<file path="src/hdl/cas_pkg.sv">
// ---------------------------------------------------------------------------
// cas_pkg: shared types and constants of the CAN alive supervisor
// Event codes, register indexes, item record and the CRC-8 J1850 function.
// ---------------------------------------------------------------------------
package cas_pkg;

  typedef enum logic [3:0] {
    EV_NONE     = 4'd0,
    EV_ALIVE_OK = 4'd1,
    EV_CRC_FAIL = 4'd2,
    EV_LED_ON   = 4'd3,
    EV_LED_OFF  = 4'd4,
    EV_UNKNOWN  = 4'd5,
    EV_OTHER    = 4'd6,
    EV_EXTENDED = 4'd7,
    EV_TIMEOUT  = 4'd8
  } event_code_t;

  typedef enum logic [1:0] {
    REG_ALIVE_TIMEOUT = 2'd0,
    REG_ALIVE_ID      = 2'd1,
    REG_COMMAND_ID    = 2'd2,
    REG_NONE          = 2'd3
  } reg_index_t;

  typedef enum logic {
    OP_FRAME = 1'b0,
    OP_TICK  = 1'b1
  } operation_t;

  localparam logic [15:0] TIMEOUT_RESET  = 16'd1500;
  localparam logic [10:0] ALIVE_ID_RESET = 11'h101;
  localparam logic [10:0] CMD_ID_RESET   = 11'h200;
  localparam logic [15:0] AGE_MAX        = 16'hFFFF;
  localparam logic [3:0]  ALIVE_DLC      = 4'd8;
  localparam logic [7:0]  CMD_LED_ON     = 8'h01;
  localparam logic [7:0]  CMD_LED_OFF    = 8'h00;
  localparam logic [7:0]  CRC_INIT       = 8'hFF;
  localparam logic [7:0]  CRC_POLY       = 8'h1D;
  localparam int          CRC_BYTES      = 7;
  localparam int          CRC_BITS       = CRC_BYTES * 8;

  typedef struct packed {
    logic        operation;
    logic [10:0] frame_ident;
    logic        extended_flag;
    logic [3:0]  length_code;
    logic [CRC_BITS-1:0] data;   // byte0 in the top byte, byte6 in the bottom byte
    logic [7:0]  byte7;
  } item_t;

  // raw CRC register after shifting in data, MSB first, no final inversion
  function automatic logic [7:0] crc_raw(input logic [7:0] init,
                                         input logic [CRC_BITS-1:0] data);
    logic [7:0] c;
    c = init;
    for (int i = 0; i < CRC_BYTES; i++) begin
      c = c ^ data[CRC_BITS-1-8*i -: 8];
      for (int b = 0; b < 8; b++) begin
        c = c[7] ? ((c << 1) ^ CRC_POLY) : (c << 1);
      end
    end
    return c;
  endfunction

endpackage

</file>
<file path="src/hdl/cas_if.sv">
// ---------------------------------------------------------------------------
// cas_if: channel interfaces of the CAN alive supervisor
// Input item, result item and configuration write channels.
// ---------------------------------------------------------------------------
interface cas_in_if;
  logic        valid;
  logic        ready;
  logic        operation;
  logic [10:0] frame_ident;
  logic        extended_flag;
  logic [3:0]  length_code;
  logic [7:0]  byte0;
  logic [7:0]  byte1;
  logic [7:0]  byte2;
  logic [7:0]  byte3;
  logic [7:0]  byte4;
  logic [7:0]  byte5;
  logic [7:0]  byte6;
  logic [7:0]  byte7;

  modport source (output valid, operation, frame_ident, extended_flag, length_code,
                  byte0, byte1, byte2, byte3, byte4, byte5, byte6, byte7,
                  input ready);
  modport sink (input valid, operation, frame_ident, extended_flag, length_code,
                byte0, byte1, byte2, byte3, byte4, byte5, byte6, byte7,
                output ready);
endinterface

interface cas_out_if;
  logic       valid;
  logic       ready;
  logic [3:0] event_code;
  logic [7:0] computed_crc;
  logic       led_level;
  logic       peer_lost;

  modport source (output valid, event_code, computed_crc, led_level, peer_lost,
                  input ready);
  modport sink (input valid, event_code, computed_crc, led_level, peer_lost,
                output ready);
endinterface

interface cas_cfg_if;
  logic        valid;
  logic        ready;
  logic [1:0]  index;
  logic [15:0] data;

  modport source (output valid, index, data, input ready);
  modport sink (input valid, index, data, output ready);
endinterface

</file>
<file path="src/hdl/can_alive_supervisor_crc8.sv">
// ---------------------------------------------------------------------------
// can_alive_supervisor_crc8: CAN alive supervisor with CRC-8 J1850 check
// Checks alive frames, decodes LED commands and times out the peer on ticks.
//
//   channel  dir  handshake     payload
//   in_ch    in   valid/ready   operation, frame_ident, extended_flag,
//                               length_code, byte0..byte7
//   out_ch   out  valid/ready   event_code, computed_crc, led_level, peer_lost
//   cfg_ch   in   valid/ready   index, data (cfg_ch.ready always high)
//
// One item per cycle while out_ch is not stalled; each item passes the input register, then the result register.
// CRC, compares and the age increment sit between those two registers.
// Reset is synchronous: pipeline empty, registers to defaults, peer lost.
// A stalled result holds the result register; the input register still
// accepts one more item, then in_ch.ready drops until the result is taken.
// ---------------------------------------------------------------------------
module can_alive_supervisor_crc8 (
  input  logic        clk,
  input  logic        rst_n,
  cas_in_if.sink      in_ch,
  cas_out_if.source   out_ch,
  cas_cfg_if.sink     cfg_ch
);

  logic                s1_valid_r;
  cas_pkg::item_t      s1_item_r;
  logic                s1_fire;

  logic                out_valid_r;
  cas_pkg::event_code_t out_event_r;
  logic [7:0]          out_crc_r;

  logic [15:0]         timeout_r;
  logic [10:0]         alive_id_r;
  logic [10:0]         cmd_id_r;

  logic [15:0]         age_r, age_nxt;
  logic                lost_r, lost_nxt;
  logic                led_r, led_nxt;
  cas_pkg::event_code_t event_nxt;
  logic [7:0]          crc;
  logic [15:0]         age_inc;

  assign s1_fire     = s1_valid_r && (!out_valid_r || out_ch.ready);
  assign in_ch.ready = !s1_valid_r || s1_fire;
  assign cfg_ch.ready = 1'b1;

  always_ff @(posedge clk) begin
    if (!rst_n) begin
      s1_valid_r <= 1'b0;
    end else if (in_ch.ready) begin
      s1_valid_r <= in_ch.valid;
    end
  end

  always_ff @(posedge clk) begin
    if (in_ch.valid && in_ch.ready) begin
      s1_item_r <= '{operation:     in_ch.operation,
                     frame_ident:   in_ch.frame_ident,
                     extended_flag: in_ch.extended_flag,
                     length_code:   in_ch.length_code,
                     data:          {in_ch.byte0, in_ch.byte1, in_ch.byte2, in_ch.byte3,
                                     in_ch.byte4, in_ch.byte5, in_ch.byte6},
                     byte7:         in_ch.byte7};
    end
  end

  cas_crc8 u_crc (
    .data_i (s1_item_r.data),
    .crc_o  (crc)
  );

  assign age_inc = (age_r == cas_pkg::AGE_MAX) ? age_r : age_r + 16'd1;

  always_comb begin
    age_nxt   = age_r;
    lost_nxt  = lost_r;
    led_nxt   = led_r;
    event_nxt = cas_pkg::EV_NONE;
    if (s1_item_r.operation == cas_pkg::OP_TICK) begin
      age_nxt = age_inc;
      if (!lost_r && (age_inc > timeout_r)) begin
        lost_nxt  = 1'b1;
        event_nxt = cas_pkg::EV_TIMEOUT;
      end
    end else begin
      priority if (s1_item_r.extended_flag) begin
        event_nxt = cas_pkg::EV_EXTENDED;
      end else if ((s1_item_r.frame_ident == alive_id_r) &&
                   (s1_item_r.length_code == cas_pkg::ALIVE_DLC)) begin
        if (s1_item_r.byte7 == crc) begin
          age_nxt   = 16'd0;
          lost_nxt  = 1'b0;
          event_nxt = cas_pkg::EV_ALIVE_OK;
        end else begin
          event_nxt = cas_pkg::EV_CRC_FAIL;
        end
      end else if ((s1_item_r.frame_ident == cmd_id_r) &&
                   (s1_item_r.length_code != 4'd0)) begin
        priority if (s1_item_r.data[cas_pkg::CRC_BITS-1 -: 8] == cas_pkg::CMD_LED_ON) begin
          led_nxt   = 1'b1;
          event_nxt = cas_pkg::EV_LED_ON;
        end else if (s1_item_r.data[cas_pkg::CRC_BITS-1 -: 8] == cas_pkg::CMD_LED_OFF) begin
          led_nxt   = 1'b0;
          event_nxt = cas_pkg::EV_LED_OFF;
        end else begin
          event_nxt = cas_pkg::EV_UNKNOWN;
        end
      end else begin
        event_nxt = cas_pkg::EV_OTHER;
      end
    end
  end

  always_ff @(posedge clk) begin
    if (!rst_n) begin
      out_valid_r <= 1'b0;
      age_r       <= 16'd0;
      lost_r      <= 1'b1;
      led_r       <= 1'b0;
    end else begin
      if (s1_fire) begin
        out_valid_r <= 1'b1;
        age_r       <= age_nxt;
        lost_r      <= lost_nxt;
        led_r       <= led_nxt;
      end else if (out_ch.ready) begin
        out_valid_r <= 1'b0;
      end
    end
  end

  always_ff @(posedge clk) begin
    if (s1_fire) begin
      out_event_r <= event_nxt;
      out_crc_r   <= (s1_item_r.operation == cas_pkg::OP_TICK) ? 8'h00 : crc;
    end
  end

  always_ff @(posedge clk) begin
    if (!rst_n) begin
      timeout_r  <= cas_pkg::TIMEOUT_RESET;
      alive_id_r <= cas_pkg::ALIVE_ID_RESET;
      cmd_id_r   <= cas_pkg::CMD_ID_RESET;
    end else if (cfg_ch.valid) begin
      unique case (cas_pkg::reg_index_t'(cfg_ch.index))
        cas_pkg::REG_ALIVE_TIMEOUT: timeout_r  <= cfg_ch.data;
        cas_pkg::REG_ALIVE_ID:      alive_id_r <= cfg_ch.data[10:0];
        cas_pkg::REG_COMMAND_ID:    cmd_id_r   <= cfg_ch.data[10:0];
        default: ;
      endcase
    end
  end

  // level fields follow the state that the shown result left behind
  assign out_ch.valid        = out_valid_r;
  assign out_ch.event_code   = out_event_r;
  assign out_ch.computed_crc = out_crc_r;
  assign out_ch.led_level    = led_r;
  assign out_ch.peer_lost    = lost_r;

endmodule

</file>
<file path="src/hdl/cas_crc8.sv">
// ---------------------------------------------------------------------------
// cas_crc8: CRC-8 SAE J1850 over payload bytes 0 to 6
// Linear form: constant for the init value XOR one column per set data bit.
// ---------------------------------------------------------------------------
module cas_crc8 (
  input  logic [cas_pkg::CRC_BITS-1:0] data_i,
  output logic [7:0]                   crc_o
);

  localparam logic [7:0] CRC_ZERO =
    cas_pkg::crc_raw(cas_pkg::CRC_INIT, {cas_pkg::CRC_BITS{1'b0}});

  logic [7:0] terms [cas_pkg::CRC_BITS];

  for (genvar k = 0; k < cas_pkg::CRC_BITS; k++) begin : g_col
    localparam logic [7:0] COL =
      cas_pkg::crc_raw(8'h00, {{(cas_pkg::CRC_BITS-1){1'b0}}, 1'b1} << k);
    assign terms[k] = data_i[k] ? COL : 8'h00;
  end

  always_comb begin
    logic [7:0] acc;
    acc = CRC_ZERO;
    for (int k = 0; k < cas_pkg::CRC_BITS; k++) begin
      acc = acc ^ terms[k];
    end
    crc_o = ~acc;
  end

endmodule

</file>
<file path="src/flat_wrapper.sv">
// flat-port wrapper written by rule: the top's interface ports become plain ports
module can_alive_supervisor_crc8_flat 
  (clk, rst_n, in_ch_valid, in_ch_operation, in_ch_frame_ident, in_ch_extended_flag, in_ch_length_code, in_ch_byte0, in_ch_byte1, in_ch_byte2, in_ch_byte3, in_ch_byte4, in_ch_byte5, in_ch_byte6, in_ch_byte7, in_ch_ready, out_ch_valid, out_ch_event_code, out_ch_computed_crc, out_ch_led_level, out_ch_peer_lost, out_ch_ready, cfg_ch_valid, cfg_ch_index, cfg_ch_data, cfg_ch_ready);
  cas_in_if in_ch_i ();
  cas_out_if out_ch_i ();
  cas_cfg_if cfg_ch_i ();
  input  logic clk;
  input  logic rst_n;
  input wire logic [$bits(in_ch_i.valid)-1:0] in_ch_valid;
  input wire logic [$bits(in_ch_i.operation)-1:0] in_ch_operation;
  input wire logic [$bits(in_ch_i.frame_ident)-1:0] in_ch_frame_ident;
  input wire logic [$bits(in_ch_i.extended_flag)-1:0] in_ch_extended_flag;
  input wire logic [$bits(in_ch_i.length_code)-1:0] in_ch_length_code;
  input wire logic [$bits(in_ch_i.byte0)-1:0] in_ch_byte0;
  input wire logic [$bits(in_ch_i.byte1)-1:0] in_ch_byte1;
  input wire logic [$bits(in_ch_i.byte2)-1:0] in_ch_byte2;
  input wire logic [$bits(in_ch_i.byte3)-1:0] in_ch_byte3;
  input wire logic [$bits(in_ch_i.byte4)-1:0] in_ch_byte4;
  input wire logic [$bits(in_ch_i.byte5)-1:0] in_ch_byte5;
  input wire logic [$bits(in_ch_i.byte6)-1:0] in_ch_byte6;
  input wire logic [$bits(in_ch_i.byte7)-1:0] in_ch_byte7;
  output wire logic [$bits(in_ch_i.ready)-1:0] in_ch_ready;
  output wire logic [$bits(out_ch_i.valid)-1:0] out_ch_valid;
  output wire logic [$bits(out_ch_i.event_code)-1:0] out_ch_event_code;
  output wire logic [$bits(out_ch_i.computed_crc)-1:0] out_ch_computed_crc;
  output wire logic [$bits(out_ch_i.led_level)-1:0] out_ch_led_level;
  output wire logic [$bits(out_ch_i.peer_lost)-1:0] out_ch_peer_lost;
  input wire logic [$bits(out_ch_i.ready)-1:0] out_ch_ready;
  input wire logic [$bits(cfg_ch_i.valid)-1:0] cfg_ch_valid;
  input wire logic [$bits(cfg_ch_i.index)-1:0] cfg_ch_index;
  input wire logic [$bits(cfg_ch_i.data)-1:0] cfg_ch_data;
  output wire logic [$bits(cfg_ch_i.ready)-1:0] cfg_ch_ready;
  assign in_ch_i.valid = in_ch_valid;
  assign in_ch_i.operation = in_ch_operation;
  assign in_ch_i.frame_ident = in_ch_frame_ident;
  assign in_ch_i.extended_flag = in_ch_extended_flag;
  assign in_ch_i.length_code = in_ch_length_code;
  assign in_ch_i.byte0 = in_ch_byte0;
  assign in_ch_i.byte1 = in_ch_byte1;
  assign in_ch_i.byte2 = in_ch_byte2;
  assign in_ch_i.byte3 = in_ch_byte3;
  assign in_ch_i.byte4 = in_ch_byte4;
  assign in_ch_i.byte5 = in_ch_byte5;
  assign in_ch_i.byte6 = in_ch_byte6;
  assign in_ch_i.byte7 = in_ch_byte7;
  assign in_ch_ready = in_ch_i.ready;
  assign out_ch_valid = out_ch_i.valid;
  assign out_ch_event_code = out_ch_i.event_code;
  assign out_ch_computed_crc = out_ch_i.computed_crc;
  assign out_ch_led_level = out_ch_i.led_level;
  assign out_ch_peer_lost = out_ch_i.peer_lost;
  assign out_ch_i.ready = out_ch_ready;
  assign cfg_ch_i.valid = cfg_ch_valid;
  assign cfg_ch_i.index = cfg_ch_index;
  assign cfg_ch_i.data = cfg_ch_data;
  assign cfg_ch_ready = cfg_ch_i.ready;
  can_alive_supervisor_crc8 u_core (.clk(clk), .rst_n(rst_n), .in_ch(in_ch_i), .out_ch(out_ch_i), .cfg_ch(cfg_ch_i));
endmodule
</file>
<file path="config.mk">
export PLATFORM = sky130hd
export DESIGN_NAME = can_alive_supervisor_crc8_flat
export DESIGN_NICKNAME = d
export VERILOG_FILES = /design/src/hdl/cas_pkg.sv /design/src/hdl/cas_if.sv /design/src/hdl/can_alive_supervisor_crc8.sv /design/src/hdl/cas_crc8.sv /design/src/flat_wrapper.sv
export SDC_FILE = /design/constraint.sdc
export NUM_CORES = 1
export LEC_CHECK = 0
export BUFFER_PORTS_ARGS = -buffer_cell sky130_fd_sc_hd__buf_4
export CAP_MARGIN = 0
export CORE_ASPECT_RATIO = 2
export CORE_MARGIN = 2
export CORE_UTILIZATION = 25
export DETAILED_ROUTE_END_ITERATION = 8
export PLACE_DENSITY = 0.47
export SYNTH_ARGS = -nofsm -noshare
export SYNTH_HDL_FRONTEND = slang
export SYNTH_SLANG_ARGS = --single-unit
</file>
<file path="constraint.sdc">
create_clock -name clk -period 9.85 [get_ports clk]
set_input_delay 2.4625 -clock clk [delete_from_list [all_inputs] [get_ports clk]]
set_output_delay 2.4625 -clock clk [all_outputs]
set_load 0.01 [all_outputs]
</file>
; ---- After elaboration in Yosys (flattened, before gate mapping)
; Cells that the tools add are included.
[op_classes]
addsub = 1
order_cmp = 1
n_eq_ne = 10
muxes = 78
n_bitwise = 60
reduce_logical = 23
[op_table]
columns = op, count
row1 = two-way mux 8 bit, 24
row2 = XOR 8 bit, 24
row3 = XOR 8 x 7 -> 8 bit, 14
row4 = two-way mux 7 bit, 14
row5 = two-way mux 16 bit, 5
row6 = XOR 8 x 6 -> 8 bit, 9
row7 = two-way mux 6 bit, 9
row8 = two-way mux 4 bit, 8
row9 = XOR 8 x 5 -> 8 bit, 3
row10 = equality test 11 bit, 2
row11 = two-way mux 5 bit, 4
row12 = "adder 16 x 1 -> 16 bit, second input constant", 1
row13 = "equality test 16 bit, second input constant", 1
row14 = greater-than comparator 16 bit, 1
row15 = XOR 8 x 3 -> 8 bit, 2
row16 = XOR 8 x 4 -> 8 bit, 2
row17 = two-way mux 1 bit, 10
row18 = "equality test 8 x 1 -> 1 bit, second input constant", 1
row19 = equality test 8 bit, 1
row20 = logical NOT 8 bit, 1
row21 = inverter 8 bit, 1
row22 = nonzero test 2 bit, 4
row23 = XOR 8 x 2 -> 8 bit, 1
row24 = two-way mux 3 bit, 2
row25 = 17 further kinds, 29
[word_totals]
reg_bits = 151
inputBits = 104
out_inout_bits = 17
elab_cells = 189

; ---- Depth between registers and ports, before layout
; Gate-level depths: netlist of run 1.
[depth]
ltp_word = 63
mapped_depth = 19
depth_no_buf = 18

; ---- Hierarchy
; A second synthesis of run 1 with hierarchy kept.
[hier_totals]
cells_unflattened = 620
area_unflattened_um2 = 7537.2
[by_module_without_submodules]
columns = module, instances, cells_per_inst, area_each_um2, seq_area_each_um2
row1 = can_alive_supervisor_crc8, 1, 528, 6307.3, 3953.8
row2 = cas_crc8, 1, 92, 1229.9, 0.0

; ---- Worst setup path after synthesis of run 1
; Ideal clock, no wire load.
[synth_timing]
path_type = input-to-output
start = input port out_ch_ready
end = output port in_ch_ready
arrival_ns = 2.761
t_required_ns = 7.388
slack_ns = 4.627
stages = 2
n_path_buf = 0
cell_sequence = nor2b_1 nand2_1
[synth_via]
elab_chain_len = 3
[synth_rtl]
columns = element, line_no
row1 = "start, declared", flat_wrapper.sv:28  ; input wire logic [$bits(out_ch_i.ready)-1:0] out_ch_ready;
row2 = logical OR 1 bit, can_alive_supervisor_crc8.sv:44  ; assign s1_fire = s1_valid_r && (!out_valid_r || out_ch.ready);
row3 = logical AND 1 bit, can_alive_supervisor_crc8.sv:44
row4 = logical OR 1 bit, can_alive_supervisor_crc8.sv:45  ; assign in_ch.ready = !s1_valid_r || s1_fire;
row5 = "end, declared", flat_wrapper.sv:22  ; output wire logic [$bits(in_ch_i.ready)-1:0] in_ch_ready;
; No other way between the ends.

; ---- Worst setup path in the final report of run 1
; Same ends and word-level chain as after synthesis.

==> impl_metrics.xml, run 1 <==
<?xml version="1.0" encoding="UTF-8"?>
<metrics>
  <group name="timing">
    <metric name="final.min_clock_period" unit="ns">5.50</metric>
    <metric name="slew_headroom" unit="%">37.7</metric>
    <metric name="period_share" unit="%">55.8</metric>
    <metric name="setup_violations" unit="">0</metric>
    <metric name="fmax" unit="MHz">182</metric>
    <metric name="timing_worst_slew_pin_value" unit="ns">0.931</metric>
    <metric name="finClkSkew" unit="ns">0.0106</metric>
    <metric name="final-hold-violation-count" unit="">0</metric>
    <metric name="grt_setup_unrepaired" unit="">false</metric>
    <metric name="finalWorstSetupSlack" unit="ns">4.35</metric>
    <metric name="slew_violations" unit="">0</metric>
    <metric name="finalSetupTns" unit="ns">0</metric>
  </group>
  <group name="critical_path">
    <metric name="timing.critical_path.to_type" unit="">output port</metric>
    <metric name="slowest_stage" unit="">nor2b_1</metric>
    <metric name="cp_data_required_time" unit="ns">7.39</metric>
    <metric name="cp_slowest_stage_delay" unit="ns">0.20</metric>
    <metric name="timing.critical_path.cells" unit="">buf_4 -&gt; nor2b_1 -&gt; nand2_1 -&gt; buf_4</metric>
    <metric name="cp.arrival" unit="ns">3.03</metric>
    <metric name="cpLargestDelayFamily" unit="">simple AND/OR/NAND/NOR gates</metric>
    <metric name="setup.worst_path.class" unit="">primary input to output port</metric>
    <metric name="critPathMostFrequentCell" unit="">buf_4</metric>
    <metric name="startpoint_type" unit="">primary input</metric>
    <metric name="crit_fanout" unit="">4</metric>
    <metric name="number_of_buffer_and_inverter_instances_along_the_worst_setup_path" unit="">2</metric>
  </group>
  <group name="clocking">
    <metric name="ctsResizeCount" unit="">0</metric>
    <metric name="clock_insertion_delay_worst_skew" unit="ns">0.45</metric>
    <metric name="post-cts-setup-buffer-count" unit="">0</metric>
    <metric name="clk_pin_slew_worst_paths" unit="ns">0.06</metric>
    <metric name="cts.sink_count" unit="">151</metric>
    <metric name="cts.htree.levels" unit="">4</metric>
    <metric name="cts.hold.buffers_added" unit="">0</metric>
    <metric name="clock_tree_from_tritoncts" unit="">done</metric>
    <metric name="cts_root_buf" unit="">clkbuf_16</metric>
    <metric name="cts-root-to-sink-buffers" unit="">2</metric>
    <metric name="numCtsBuffers" unit="">17</metric>
  </group>
  <group name="global_routing">
    <metric name="gr-total-overflow" unit="">0</metric>
    <metric name="wire_length_of_the_first_global_routing_pass" unit="mm">29.3</metric>
    <metric name="number_of_global_route_vias_before_repair" unit="">4910</metric>
    <metric name="grt_usage" unit="%">13.2</metric>
    <metric name="initial_antenna_violation_count" unit="">0</metric>
    <metric name="maximum_number_of_pins_on_one_net_before_global_route_repair" unit="">65</metric>
  </group>
  <group name="floorplan">
    <metric name="design.core.area" unit="sq um">29400</metric>
    <metric name="num_rows" unit="">89</metric>
    <metric name="io_pins" unit="">121</metric>
    <metric name="die_y" unit="microns">248</metric>
    <metric name="start_util" unit="%">25.3</metric>
    <metric name="die-width" unit="microns">126</metric>
    <metric name="die_area" unit="sq um">31200</metric>
  </group>
  <group name="outcome">
    <metric name="result_of_the_run" unit="">completed</metric>
  </group>
  <group name="cells_and_area">
    <metric name="areaGrowthSynthToFinish" unit="%">24.7</metric>
    <metric name="layout.filler_cells" unit="">3036</metric>
    <metric name="register_area" unit="sq um">3950</metric>
    <metric name="mostFrequentLayoutCells" unit="">buf_4 (121), edfxtp_1 (93), xnor2_1 (78)</metric>
    <metric name="multi_input_comb_area" unit="sq um">3320</metric>
    <metric name="post_route_cells_drive_above_1_share" unit="%">21.5</metric>
    <metric name="finish.instance_area" unit="sq um">9270</metric>
    <metric name="final-instance-count-excl-fill" unit="">1102</metric>
    <metric name="layout_commonest_cell" unit="">buf_4</metric>
    <metric name="antenna_cells" unit="">0</metric>
    <metric name="design.final.nets" unit="">846</metric>
  </group>
  <group name="yosys">
    <metric name="synth_seq_cells" unit="">151</metric>
    <metric name="synth-seq-area-share" unit="%">53.2</metric>
    <metric name="yosys.area.top_type_share" unit="%">37.6</metric>
    <metric name="syn_inst" unit="">604</metric>
    <metric name="syn_avg_cell_area" unit="sq um">12.3</metric>
    <metric name="postSynthNetCount" unit="">725</metric>
    <metric name="synth_cell_types" unit="">51</metric>
    <metric name="ys_dominant_reg_cell" unit="">edfxtp_1</metric>
    <metric name="synth-warning-count" unit="">0</metric>
    <metric name="mappedNetlistArea" unit="sq um">7430</metric>
    <metric name="yosys-top-cells-area" unit="">edfxtp_1 (38%), dfxtp_1 (16%), xnor2_1 (9.2%), xnor3_1 (6.7%), xor2_1 (3.9%)</metric>
    <metric name="synth_edf_count" unit="">93</metric>
    <metric name="synth-async-reset-ratio" unit="%">0</metric>
    <metric name="synthDominantAreaCellType" unit="">edfxtp_1</metric>
  </group>
  <group name="placement">
    <metric name="dp_hpwl" unit="mm">16.1</metric>
    <metric name="portBuffers" unit="">119</metric>
    <metric name="detailed_place.area" unit="sq um">8710</metric>
    <metric name="place.detailed.instances" unit="">1070</metric>
    <metric name="gp_congestion" unit="">0.770</metric>
    <metric name="place_worst_setup_slack" unit="ns">4.36</metric>
  </group>
  <group name="power_and_ir_drop">
    <metric name="power.leakage" unit="nW">3.74</metric>
    <metric name="power_per_cell_area" unit="nW/um^2">190</metric>
    <metric name="max-vdd-ir-drop" unit="mV">0.128</metric>
  </group>
  <group name="drt">
    <metric name="drc" unit="">0</metric>
    <metric name="post_drt_via_cell_ratio" unit="">4.35</metric>
    <metric name="ant_nets" unit="">0</metric>
    <metric name="routed_wl" unit="mm">20.5</metric>
    <metric name="first_iter_violations" unit="">226</metric>
    <metric name="dr_total_vias" unit="">4793</metric>
    <metric name="1st_pass_router_iterations" unit="">4</metric>
    <metric name="routedWlPerCell" unit="microns">18.6</metric>
  </group>
  <group name="min_path">
    <metric name="type_of_the_most_critical_hold_path" unit="">register to register</metric>
  </group>
  <group name="job">
    <metric name="drv_cap" unit="">0</metric>
  </group>
</metrics>
cell families after synthesis:
| logic type | after synthesis | share of synthesized area (%) |
|---|---|---|
| other | 1 | 0.0505 |
| adder cells (fa/ha/maj) | 17 | 2.86 |
| multiplexers | 16 | 2.17 |
| XOR/XNOR | 138 | 21.3 |
| AND/OR/NAND/NOR | 170 | 11.3 |
| flip-flops | 151 | 53.2 |
| buffers and inverters | 39 | 2.17 |
| AO/OA/AOI/OAI | 72 | 6.99 |
path summary, 6_finish.rpt:
path | cells after the start | end | slack [ns] | start
worst max-delay path | 4 | in_ch_ready | 4.35 | out_ch_ready
worst min-delay path | 2 | u_core.timeout_r[9] | 0.46 | u_core.timeout_r[9]
worst max register to register | 18 | u_core.out_ch.peer_lost | 5.82 | u_core.age_r[4]
worst min register to register | 2 | u_core.timeout_r[9] | 0.46 | u_core.timeout_r[9]
where the power goes:
group	switching (mW)	internal [mW]	leakage (nW)
registers	0.0244	0.716	1.38
logic	0.186	0.210	2.09
clock network	0.273	0.352	0.271
layer usage:
layer  routed length (microns)  track usage [%]
met5                         0                0
met3                       635             2.72
met4                       431             5.43
met1                      6790             11.2
met2                     12700             28.2
per-stage QoR:
stage          hold WS (ns)  power, mW  util (%)
2_1_floorplan         0.443       1.03         -
3_3_place_gp          0.454       1.16      29.6
3_5_place_dp          0.462       1.16      29.6
4_1_cts               0.471       1.79      31.5
5_1_grt               0.483       1.84      31.5
6_report              0.465       1.76      31.5
cells in the mapped netlist (2+ instances only):
cell type  instances
a21o_1             5
buf_4              2
xnor3_2            2
a21boi_0          18
nor2b_1           19
dfxtp_1           58
a22o_1            11
clkbuf_1          15
o21ai_0            6
and2_1             3
nand2_1           71
nor3_1             6
nor4_1             7
a21oi_1           11
ha_1              17
nand4_1            8
o21a_1             5
o211ai_1           9
nor3b_1            2
nor2_1            21
xnor2_1           78
xor2_1            33
xnor3_1           22
or4_1              2
xor3_1             2
nand2b_1           3
nand3b_1           2
and4_1             4
edfxtp_1          93
mux2i_1           15
nand3_1           15
inv_1             20
cell type report:
type	count	area share, %
Inverter	20	0.810
Tap cell	364	4.91
Timing Repair Buffer	121	9.80
Sequential cell	151	42.7
Multi-Input combinational cell	414	35.8
Clock inverter	9	0.675
Clock buffer	23	5.28
flip-flops by register name (all words and copies together) (netlist names):
signal                      cells
u_core.alive_id_r              11
u_core.cmd_id_r                11
u_core.age_r                   16
u_core.out_ch.event_code        4
u_core.timeout_r               16
u_core.out_ch.computed_crc      8
u_core.out_ch.valid             1
u_core.out_ch.led_level         1
u_core.s1_item_r               81
u_core.out_ch.peer_lost         1
u_core.s1_valid_r               1
worst min-delay path, delay by kind of cell, from the launching register on:
kind / cells / cell delay [ns]
and+or+nand+nor: 1 / 0.05
DFF: 1 / 0.31
AOI/OAI and AO/OA: 1 / 0.06
No activity file was read; power rests on OpenSTA's default activity.
==> run 2, diff against run 1 <==
--- a/config.mk
+++ b/config.mk
@@ -5,13 +5,14 @@
 export SDC_FILE = /design/constraint.sdc
 export NUM_CORES = 1
 export LEC_CHECK = 0
+export ABC_AREA = 1
 export BUFFER_PORTS_ARGS = -buffer_cell sky130_fd_sc_hd__buf_4
 export CAP_MARGIN = 0
 export CORE_ASPECT_RATIO = 2
 export CORE_MARGIN = 2
 export CORE_UTILIZATION = 25
 export DETAILED_ROUTE_END_ITERATION = 8
-export PLACE_DENSITY = 0.47
+export PLACE_DENSITY = 0.46
 export SYNTH_ARGS = -nofsm -noshare
 export SYNTH_HDL_FRONTEND = slang
 export SYNTH_SLANG_ARGS = --single-unit
==> constraint.sdc (replaced) <==
create_clock -name clk -period 5.47 [get_ports clk]
set_input_delay 1.3675 -clock clk [delete_from_list [all_inputs] [get_ports clk]]
set_output_delay 1.3675 -clock clk [all_outputs]
set_load 0.01 [all_outputs]
==> run 2 against run 1 <==
  * Core utilization is 1.1 points lower
  * Largest cell class is now multi-input gates
  * Sequential cell count stayed put
  * Synthesized area is 23% higher
  * Clock-buffer cell count is 5 lower
  * Global-route usage is 2.9 points higher
  * Critical path depth is 19 higher
  * Clock power is 90% higher
  * Critical path type is now register to register
  * Final cell count is 63% higher
  * Worst setup slack worse by 2.5 ns
  * Register-to-register slack worse by 3.9 ns
  * Sequential power is 82% higher
  * Synthesized cell count is 100% higher
==> impl_metrics.xml, run 2 <==
<?xml version="1.0" encoding="UTF-8"?>
<metrics>
  <group name="critical_path">
    <metric name="number_of_buffer_and_inverter_instances_along_the_worst_setup_path" unit="">4</metric>
    <metric name="cpLargestDelayFamily" unit="">simple AND/OR/NAND/NOR gates</metric>
    <metric name="timing.critical_path.cells" unit="">ha_1 -&gt; inv_1 -&gt; nor2_1 -&gt; nand2_1 -&gt; nor2_1 -&gt; inv_1 -&gt; nor2_1 -&gt; nand2_1 -&gt; inv_1 -&gt; nor4_1 -&gt; xor2_1 -&gt; ha_1 -&gt; nand2_1 -&gt; inv_1 -&gt; nand3_1 -&gt; nor2_1 -&gt; a211oi_1 -&gt; a21boi_0 -&gt; nand2_1 -&gt; nand2_1 -&gt; nand2_1 -&gt; nand2_1 -&gt; nand3_1</metric>
    <metric name="critPathMostFrequentCell" unit="">nand2_1</metric>
    <metric name="cp.arrival" unit="ns">3.90</metric>
    <metric name="timing.critical_path.to_type" unit="">register</metric>
    <metric name="cp_data_required_time" unit="ns">5.79</metric>
    <metric name="crit_fanout" unit="">7</metric>
    <metric name="setup.worst_path.class" unit="">register to register</metric>
    <metric name="startpoint_type" unit="">register</metric>
    <metric name="cp_slowest_stage_delay" unit="ns">0.38</metric>
    <metric name="slowest_stage" unit="">dfxtp_1</metric>
  </group>
  <group name="cells_and_area">
    <metric name="post_route_cells_drive_above_1_share" unit="%">15.4</metric>
    <metric name="antenna_cells" unit="">0</metric>
    <metric name="most_flop_heavy_register" unit="">u_core.s1_item_r</metric>
    <metric name="layout.filler_cells" unit="">3932</metric>
    <metric name="largest_registers" unit="">u_core.s1_item_r x81, u_core.age_r x16, u_core.timeout_r x16</metric>
    <metric name="final-instance-count-excl-fill" unit="">1795</metric>
    <metric name="layout_commonest_cell" unit="">nand2_1</metric>
    <metric name="postLayoutCoreUtil" unit="%">30.4</metric>
    <metric name="finish.instance_area" unit="sq um">11000</metric>
    <metric name="areaGrowthSynthToFinish" unit="%">20.7</metric>
    <metric name="number_of_flip_flops_in_the_largest_register" unit="">81</metric>
    <metric name="design.final.nets" unit="">1449</metric>
    <metric name="mostFrequentLayoutCells" unit="">nand2_1 (423), inv_1 (157), buf_4 (124)</metric>
  </group>
  <group name="clocking">
    <metric name="cts.hold.buffers_added" unit="">0</metric>
    <metric name="numCtsBuffers" unit="">17</metric>
    <metric name="cts.htree.levels" unit="">4</metric>
    <metric name="ctsResizeCount" unit="">0</metric>
    <metric name="post-cts-setup-buffer-count" unit="">0</metric>
    <metric name="clock_insertion_delay_worst_skew" unit="ns">0.46</metric>
    <metric name="cts-root-to-sink-buffers" unit="">2</metric>
    <metric name="clock_tree_from_tritoncts" unit="">done</metric>
    <metric name="clk_pin_slew_worst_paths" unit="ns">0.08</metric>
    <metric name="cts.sink_count" unit="">151</metric>
    <metric name="cts_root_buf" unit="">clkbuf_16</metric>
  </group>
  <group name="timing">
    <metric name="final-hold-violation-count" unit="">0</metric>
    <metric name="grt_setup_unrepaired" unit="">false</metric>
    <metric name="setup_violations" unit="">0</metric>
    <metric name="timing_worst_slew_pin_value" unit="ns">0.834</metric>
    <metric name="finalSetupTns" unit="ns">0</metric>
    <metric name="fmax" unit="MHz">279</metric>
    <metric name="finClkSkew" unit="ns">0.0133</metric>
    <metric name="period_share" unit="%">65.4</metric>
    <metric name="slew_headroom" unit="%">44.1</metric>
    <metric name="slew_violations" unit="">0</metric>
    <metric name="final.min_clock_period" unit="ns">3.58</metric>
  </group>
  <group name="placement">
    <metric name="dp_hpwl" unit="mm">24.3</metric>
    <metric name="portBuffers" unit="">119</metric>
    <metric name="place.detailed.instances" unit="">1763</metric>
    <metric name="detailed_place.area" unit="sq um">10500</metric>
    <metric name="gp_congestion" unit="">0.863</metric>
  </group>
  <group name="yosys">
    <metric name="synthDominantAreaCellType" unit="">edfxtp_1</metric>
    <metric name="yosys.area.top_type_share" unit="%">30.5</metric>
    <metric name="mappedNetlistArea" unit="sq um">9160</metric>
    <metric name="syn_avg_cell_area" unit="sq um">7.51</metric>
    <metric name="synth-warning-count" unit="">0</metric>
    <metric name="synth_top_cells_by_count" unit="">nand2_1 (423), inv_1 (158), edfxtp_1 (93)</metric>
    <metric name="yosys-top-cells-area" unit="">edfxtp_1 (31%), nand2_1 (17%), dfxtp_1 (13%), inv_1 (6.5%), nand3_1 (4.6%)</metric>
    <metric name="synth.most_common_cell" unit="">nand2_1</metric>
    <metric name="synth-async-reset-ratio" unit="%">0</metric>
    <metric name="synth_seq_cells" unit="">151</metric>
    <metric name="synth-seq-area-share" unit="%">43.2</metric>
    <metric name="synth_edf_count" unit="">93</metric>
    <metric name="postSynthNetCount" unit="">1340</metric>
    <metric name="ys_dominant_reg_cell" unit="">edfxtp_1</metric>
    <metric name="synth_cell_types" unit="">47</metric>
    <metric name="syn_inst" unit="">1219</metric>
  </group>
  <group name="global_routing">
    <metric name="grt_usage" unit="%">16.1</metric>
    <metric name="maximum_number_of_pins_on_one_net_before_global_route_repair" unit="">41</metric>
    <metric name="met2_usage_grt" unit="%">33.5</metric>
    <metric name="grt_most_used_layer" unit="">met2</metric>
    <metric name="initial_antenna_violation_count" unit="">0</metric>
    <metric name="number_of_global_route_vias_before_repair" unit="">8029</metric>
    <metric name="grt_use_met3" unit="%">2.33</metric>
    <metric name="grt_use_met1" unit="%">14.0</metric>
    <metric name="wire_length_of_the_first_global_routing_pass" unit="mm">45.1</metric>
    <metric name="gr-total-overflow" unit="">0</metric>
  </group>
  <group name="outcome">
    <metric name="result_of_the_run" unit="">completed</metric>
  </group>
  <group name="floorplan">
    <metric name="num_rows" unit="">99</metric>
    <metric name="start_util" unit="%">25.2</metric>
    <metric name="io_pins" unit="">121</metric>
    <metric name="die_area" unit="sq um">38300</metric>
    <metric name="design.core.area" unit="sq um">36300</metric>
    <metric name="die-width" unit="microns">139</metric>
    <metric name="die_y" unit="microns">275</metric>
  </group>
  <group name="drt">
    <metric name="routedWlPerCell" unit="microns">16.7</metric>
    <metric name="ant_nets" unit="">0</metric>
    <metric name="dr_total_vias" unit="">7966</metric>
    <metric name="first_iter_violations" unit="">342</metric>
    <metric name="routed_wl" unit="mm">30.0</metric>
    <metric name="1st_pass_router_iterations" unit="">4</metric>
    <metric name="post_drt_via_cell_ratio" unit="">4.44</metric>
    <metric name="drc" unit="">0</metric>
  </group>
  <group name="min_path">
    <metric name="type_of_the_most_critical_hold_path" unit="">register to register</metric>
  </group>
  <group name="power_and_ir_drop">
    <metric name="max-vdd-ir-drop" unit="mV">0.223</metric>
    <metric name="power.leakage" unit="nW">5.18</metric>
    <metric name="power_per_cell_area" unit="nW/um^2">284</metric>
  </group>
  <group name="job">
    <metric name="drv_cap" unit="">0</metric>
  </group>
</metrics>
==> run 2: changes by cell type after synthesis, sizes merged, moves of 12 or more <==
cell	change
o21ai	+28
a21oi	+49
nand2	+367
a21boi	-17
or2	+12
mux2i	-15
nor3	+13
xnor2	-36
buf	+17
xnor3	-24
nor2	+39
inv	+151
nor2b	-19
nand3	+71
==> run 2: final cells by class <==
| class | instances | area [sq um] | share of cell area, % |
|---|---|---|---|
| multi-input combinational | 862 | 4370 | 39.6 |
| sequential | 151 | 3950 | 35.8 |
| timing repair buffer | 124 | 931 | 8.43 |
| inverter | 172 | 647 | 5.86 |
| tap | 454 | 568 | 5.14 |
| clock buffer | 18 | 429 | 3.88 |
| clock inverter | 14 | 148 | 1.34 |
==> run 2: power breakdown <==
part	internal (mW)	switching [mW]	total (mW)	leakage [nW]
combinational	0.232	0.368	0.600	3.51
sequential	1.28	0.0750	1.35	1.38
clock	0.611	0.578	1.19	0.286
==> run 2: worst min-delay path, delay by kind of cell (launching register included) <==
family / cells / cell delay (ns)
flops: 1 / 0.30
buf+inv: 1 / 0.06
compound gates: 1 / 0.05
==> run 2: through the flow <==
step / total power, mW / hold WS (ns) / worst slack (ns)
CTS: 3.20 / 0.463 / 1.87
detailed placement: 1.99 / 0.451 / 1.87
finish: 3.14 / 0.458 / 1.89
floorplan: 1.76 / 0.433 / 1.82
global route: 3.32 / 0.482 / 1.47
global placement: 1.98 / 0.447 / 1.96
==> run 2: kinds of logic after synthesis <==
group           synth area share (%)
simple gates                    30.0
compound gates                  7.22
buf+inv                         9.06
flops                           43.2
xor+xnor                        8.19
fa+ha+maj                       2.32
other cells                   0.0410
==> run 2: worst paths after layout <==
check,slack [ns],depth (start not counted),from,end
max,1.89,23,u_core.age_r[0],u_core.out_ch.peer_lost
min,0.46,2,u_core.timeout_r[1],u_core.timeout_r[1]
max reg2reg,1.89,23,u_core.age_r[0],u_core.out_ch.peer_lost
min reg2reg,0.46,2,u_core.timeout_r[1],u_core.timeout_r[1]
==> run 2: metal layers <==
layer	wire length [microns]	part of all wire, %	vias to the layer above
met2	17800	59	153
met4	1690	5.6	0
met3	681	2.3	67
met1	9860	33	3639
li1	-	-	4107
met5	0	0	-
